--- src/largest_items_tracker_defines.svh ---
// assertion macros shared by the tracker modules
`ifndef LARGEST_ITEMS_TRACKER_DEFINES_SVH
`define LARGEST_ITEMS_TRACKER_DEFINES_SVH

`ifndef NO_ASSERTIONS
// same-cycle implication, checked on every rising clock edge outside reset
`define CHECK_IMPLY(label, ante, cons, msg) \
   label: assert property (@(posedge clock) disable iff (reset) (ante) |-> (cons)) \
      else $error(msg);
// next-cycle implication
`define CHECK_NEXT(label, ante, cons, msg) \
   label: assert property (@(posedge clock) disable iff (reset) (ante) |=> (cons)) \
      else $error(msg);
`else
`define CHECK_IMPLY(label, ante, cons, msg)
`define CHECK_NEXT(label, ante, cons, msg)
`endif

`endif

--- src/lit_pkg.sv ---
// shared types and constants of the largest items tracker
package lit_pkg;

   localparam int FUNC_W  = 2;
   localparam int SIZE_W  = 48;
   localparam int TAG_W   = 20;
   localparam int RANK_W  = 10;
   localparam int HELD_W  = 11;
   localparam int COUNT_W = 32;
   localparam int BYTES_W = 56;
   localparam int ENTRY_W = SIZE_W + TAG_W;

   typedef enum logic [FUNC_W-1:0] {
      FUNC_ADD_FILE   = 2'd0,
      FUNC_ADD_FOLDER = 2'd1,
      FUNC_READ       = 2'd2,
      FUNC_CLEAR      = 2'd3
   } func_type;

   // controller to datapath
   typedef struct packed {
      logic capture;      // latch request, update counters
      logic rd_rank;      // read ram at requested rank
      logic rd_prev;      // read ram at scan index minus one
      logic wr_new;       // write new entry at scan index
      logic wr_shift;     // move read entry down to scan index
      logic dec_idx;      // step scan index up the list
      logic held_inc;     // entry inserted, list grows unless full
      logic latch_entry;  // capture ram data as read result
      logic emit;         // load result registers, raise strobe
   } lit_cmd_type;

   // datapath to controller
   typedef struct packed {
      func_type func;
      logic     full;
      logic     idx_zero;
      logic     greater;   // ram entry size above new size
      logic     rank_ok;
   } lit_status_type;

endpackage

--- src/lit_controller.sv ---
// sequencer for capture, insertion scan, rank read and result strobe
`include "largest_items_tracker_defines.svh"

module lit_controller (
   input  logic                    clock,
   input  logic                    reset,
   input  logic                    start,
   output logic                    busy,
   input  lit_pkg::lit_status_type status,
   output lit_pkg::lit_cmd_type    cmd
);
   import lit_pkg::*;

   typedef enum logic [2:0] {
      ST_IDLE,
      ST_DISPATCH,
      ST_FULL_CHK,
      ST_SCAN_RD,
      ST_SCAN_CMP,
      ST_READ_WAIT,
      ST_RESP
   } state_type;

   state_type state_ff;
   state_type state_in;
   logic      busy_ff;

   always_comb begin
      state_in = state_ff;
      cmd      = '0;
      case (state_ff)
         ST_IDLE: begin
            if (start) begin
               cmd.capture = 1'b1;
               state_in    = ST_DISPATCH;
            end
         end
         ST_DISPATCH: begin
            case (status.func)
               FUNC_ADD_FILE: begin
                  // full list: look at the smallest entry first
                  state_in = status.full ? ST_FULL_CHK : ST_SCAN_RD;
               end
               FUNC_READ: begin
                  if (status.rank_ok) begin
                     cmd.rd_rank = 1'b1;
                     state_in    = ST_READ_WAIT;
                  end else begin
                     state_in = ST_RESP;
                  end
               end
               default: begin
                  state_in = ST_RESP;
               end
            endcase
         end
         ST_FULL_CHK: begin
            // new item smaller than the smallest held one is dropped
            state_in = status.greater ? ST_RESP : ST_SCAN_RD;
         end
         ST_SCAN_RD: begin
            if (status.idx_zero) begin
               cmd.wr_new   = 1'b1;
               cmd.held_inc = 1'b1;
               state_in     = ST_RESP;
            end else begin
               cmd.rd_prev = 1'b1;
               state_in    = ST_SCAN_CMP;
            end
         end
         ST_SCAN_CMP: begin
            if (status.greater) begin
               cmd.wr_new   = 1'b1;
               cmd.held_inc = 1'b1;
               state_in     = ST_RESP;
            end else begin
               cmd.wr_shift = 1'b1;
               cmd.dec_idx  = 1'b1;
               state_in     = ST_SCAN_RD;
            end
         end
         ST_READ_WAIT: begin
            cmd.latch_entry = 1'b1;
            state_in        = ST_RESP;
         end
         ST_RESP: begin
            cmd.emit = 1'b1;
            state_in = ST_IDLE;
         end
         default: begin
            state_in = ST_IDLE;
         end
      endcase
   end

   always_ff @(posedge clock) begin
      if (reset) begin
         state_ff <= ST_IDLE;
         busy_ff  <= 1'b0;
      end else begin
         state_ff <= state_in;
         busy_ff  <= (state_in != ST_IDLE);
      end
   end

   assign busy = busy_ff;

   `CHECK_NEXT(a_accept_busy, start && !busy, busy, "accepted request did not raise busy")
   `CHECK_IMPLY(a_no_write_on_read, status.func == FUNC_READ && !busy_ff == 1'b0 && (cmd.wr_new || cmd.wr_shift), status.func != FUNC_READ, "list written during a read")

endmodule
--- config.mk ---
export PLATFORM = sky130hd
export DESIGN_NAME = lit_controller
export DESIGN_NICKNAME = d
export VERILOG_FILES = /design/src/lit_pkg.sv /design/src/lit_controller.sv
export VERILOG_INCLUDE_DIRS = /design/src /design/src/src
export SDC_FILE = /design/constraint.sdc
export NUM_CORES = 1
export LEC_CHECK = 0
export BUFFER_PORTS_ARGS = -buffer_cell sky130_fd_sc_hd__clkbuf_2
export CELL_PAD_IN_SITES_DETAIL_PLACEMENT = 1
export CELL_PAD_IN_SITES_GLOBAL_PLACEMENT = 1
export CORE_AREA = 2 2 39 41
export CTS_CLUSTER_SIZE = 14
export DETAILED_ROUTE_END_ITERATION = 10
export DIE_AREA = 0 0 41 43
export PLACE_DENSITY = 0.7
export SLEW_MARGIN = 20
export SYNTH_ARGS = -nofsm -noshare
export SYNTH_HDL_FRONTEND = slang
export SYNTH_SLANG_ARGS = --single-unit
export TNS_END_PERCENT = 1
--- constraint.sdc ---
create_clock -name clock -period 3 [get_ports clock]
set_input_delay 0.15 -clock clock [delete_from_list [all_inputs] [get_ports clock]]
set_output_delay 0.15 -clock clock [all_outputs]
set_load 0.02 [all_outputs]
Word level (Yosys, flattened, before mapping)
Cells that the tools add are included.
{ "classes": {"n_eq_ne": 7, "muxes": 21, "n_reduce_logical": 4} }
{ "ops": {"columns": ["cell", "count"], "rows": [
  ["case mux 3 bit (5 select lines)", 1],
  ["2-to-1 mux 1 bit", 12],
  ["equality test 3 bit (second input constant)", 3],
  ["2-to-1 mux 2 bit", 4],
  ["equality test 3 x 2 -> 1 bit (second input constant)", 2],
  ["2-to-1 mux 3 bit", 2],
  ["case mux 3 bit (2 select lines)", 1],
  ["equality test 3 x 1 -> 1 bit (second input constant)", 1],
  ["logical NOT 3 bit", 1],
  ["nonzero test 3 bit", 1],
  ["equality test 2 bit (second input constant)", 1],
  ["logical NOT 2 bit", 1],
  ["case mux 1 bit (2 select lines)", 1],
  ["OR reduction 2 bit", 1]
]} }
{ "totals": {"register_bits": 4, "input_bits": 9, "out_inout_bits": 10, "elab_cells": 34} }

Longest topological paths before layout
{ "logic_depth": {"depth_word": 4, "ltp_mapped": 5} }

Least setup slack after synthesis
Ideal clock, no wire load.
{ "synth_timing": {"path_kind": "reg2out", "from": "register state_ff[1]", "to": "output cmd[7] (netlist name)", "arrival_time_ps": 1261, "setup_slack_ps": 1589, "path_stages_with_launch": 4, "n_path_buf": 1, "cell_sequence": "dfxtp_1 buf_6 or4b_4 nor2_1"} }
{ "synth_lines": {"columns": ["item", "line_no", "rtl"], "rows": [
  ["from (decl)", "lit_controller.sv:24", "state_type state_ff;"],
  ["from (signal assigned)", "lit_controller.sv:101", "state_ff <= state_in;"],
  ["to (decl)", "lit_controller.sv:10", "output lit_pkg::lit_cmd_type cmd"]
]} }

==> impl_metrics.toml <==
[route]
wire_per_inst_um = 10.4
drt-met1-wl_um = 336
route.detailed.drc = 0
drt_iter0_drc = 1
dr.pass1.iters = 2
via_per_inst = 4.65
vias = 335
finalWirelength_um = 748
wl_met2_um = 339
top_layer_used = "met4"
postRouteAntennaNets = 0
dr_wl_met3_um = 58

[critical_path]
worstPathRequired_ns = 2.85
cp-start-kind = "flip-flop"
crit_buf_inv = 1
r2r-start = "state_ff[2]"
critPathTopFamily = "simple AND/OR/NAND/NOR gates"
cpMaxStageDelayCell = "or4b_4"
crit_path_max_fanout = 10
reg2reg_depth = 4
reg2reg_slack_ns = 1.48
cp.arrival_ns = 1.52
r2r-end = "busy"
crit_type = "flip-flop to output port"
slowest_delay_ns = 0.52
worstPathCellList = "or4b_4, nor2_1, clkbuf_2"
worst_setup_path_end_kind = "output port"

[status]
outcome = "finished clean"

[timing]
grt_setup_unrepaired = "no"
tightest_slew_ns = 0.358
final.period_utilization_pct = 55.8
fmaxAchievable_mhz = 597
slew-limit-headroom_pct = 76.1
fin_tns_setup_ns = 0
finalSetupViolations = 0
period_minus_slack_ns = 1.67
worst_slack_ns = 1.33
clock_skew_ns = 0.00100
timing_hold_violations_final = 0
fin_hold_ws_ns = 0.159
slew_violations = 0

[pwr]
switching_share_pct = 40.0
peakVddDrop_uv = 144
leakage_nw = 0.201
power_switching_w = 0.000106
p_total_w = 0.000266
clkPwrFrac_pct = 24.8
p_int_w = 0.000159
power.share.sequential_pct = 36.0
power_density_nw_per_um2 = 655
p_comb_share_pct = 39.2

[synthesis]
syn_inst = 40
synth.distinct_cells = 20
yosysSeqAreaShare_pct = 25.9
synth-seq-cells = 4
yosysTopAreaCellShare_pct = 25.9
yosysWarnings = 0
ys_top_cells_by_area = "dfxtp_1 26%, nor2_1 8.5%, o21ai_0 6.5%, o311ai_2 5.3%, buf_4 4.9%"
yosysTopAreaCell = "dfxtp_1"
syn_area_per_cell_um2 = 7.73
synth.cell_area_um2 = 309
syn-num-nets = 49

[floorplanning]
core_um2 = 1380
num_rows = 14
chipWidth_um = 41
ios = 19
die_h_um = 43
start_util_pct = 22.3
die-area_um2 = 1760

[clock_tree]
clk_latency_ns = 0.23
hold_buffers = 0
cts_inserted_buffers = 3
cts.htree.levels = 1
cts_tree = "yes"
clock-sinks = 4
clock_path_buffers = 2
cts_resized = 0
postCtsSetupRepairBufs = 0
root_buffer = "clkbuf_4"
path_clk_slew_ns = 0.04

[hold_path]
min_path_type = "primary input to flip-flop"
min_delay_path_depth = 2
min_to = "state_ff[1]"
hold_start = "reset"

[cells_and_area]
drive_gt1_share_pct = 44.6
final_cells = 72
final_nets = 67
antenna_cells = 0
areaGrowthSynthToFinish_pct = 31.2

[global_routing]
grt_pass1_vias = 300
grt_max_degree = 13
grtUsageTotal_pct = 9.93
gr-total-overflow = 0
grt_pass1_wl_mm = 1.18
antenna_found_initial = 0

[placement]
dpl.cell_count = 69
dp_hpwl_um = 597
place_ws_ns = 1.48
globalplace.congestion = 0.723
port_buffers = 18

[run]
cap_violations = 0
[registers in the layout (all words and copies together), names as in the netlist]
signal	cells
busy	1
state_ff	3
[metal layers]
metal / up-vias / GRT usage [%]
met5: - / 0
li1: 173 / -
met1: 145 / 12.5
met4: 0 / 8.00
met2: 15 / 13.8
met3: 2 / 2.09
[placed cells by master (no fill, tap or decap)]
master,n
and3b_2,1
or3_1,1
o21a_1,1
a21oi_1,2
a32o_1,1
a221oi_1,1
or4b_4,1
clkbuf_2,18
dfxtp_1,4
nand2_1,4
clkbuf_4,3
nor2_1,7
a21o_1,1
inv_1,1
o21ai_0,4
o31ai_2,1
and2_1,2
o311ai_2,1
nor2b_1,2
[final cells by class]
type	instances	area (µm²)
clock buffers	3	22.5
fillers	180	978
inverters	1	3.75
multi-input cells	30	189
flip-flops and latches	4	80.1
well taps	16	20.0
repair buffers	18	90.1
[stage by stage]
| step | util, % | instance area, µm² |
|---|---|---|
| after global routing | 29.3 | 405 |
| after detailed placement | 27.7 | 383 |
| after floorplan | - | 309 |
| after global placement | 27.7 | 383 |
| final | 29.3 | 405 |
| after CTS | 29.3 | 405 |
[worst max path at each step]
stage	start	to	slack, ns	cells after the start
3_3_place_gp	state_ff[2]	busy	1.52	4
3_5_place_dp	state_ff[2]	busy	1.48	4
4_1_cts	state_ff[0]	cmd[7]	1.31	3
2_1_floorplan	state_ff[1]	cmd[7]	1.59	3
5_1_grt	state_ff[0]	cmd[7]	1.23	3
6_report	state_ff[0]	cmd[7]	1.33	3
[logic make-up after synthesis]
logic type | share of synthesized area (%)
AOI/OAI and AO/OA | 30.0
buffers and inverters | 13.0
DFF | 25.9
and+or+nand+nor | 31.2
[power by group through the flow]
| stage | clock (W) | combinational (W) | sequential, W |
|---|---|---|---|
| 2_1_floorplan | 0 | 0.0000966 | 0.0000832 |
| 3_3_place_gp | 0 | 0.000105 | 0.0000958 |
| 3_5_place_dp | 0 | 0.000106 | 0.0000971 |
| 4_1_cts | 0.0000670 | 0.000106 | 0.0000960 |
| 5_1_grt | 0.0000739 | 0.000114 | 0.000100 |
| 6_report | 0.0000659 | 0.000104 | 0.0000957 |
[synthesized netlist by cell type]
master,n
buf_2,2
dfxtp_1,4
o21a_1,1
and2_1,2
o31ai_2,1
a21o_1,1
inv_1,1
a21oi_1,2
o21ai_0,4
or4b_4,1
buf_6,1
nor2_1,7
and3b_2,1
nor2b_1,2
a32o_1,1
nand2_1,4
or3_1,1
buf_4,2
a221oi_1,1
o311ai_2,1
No activity file was read; power rests on OpenSTA's default activity.
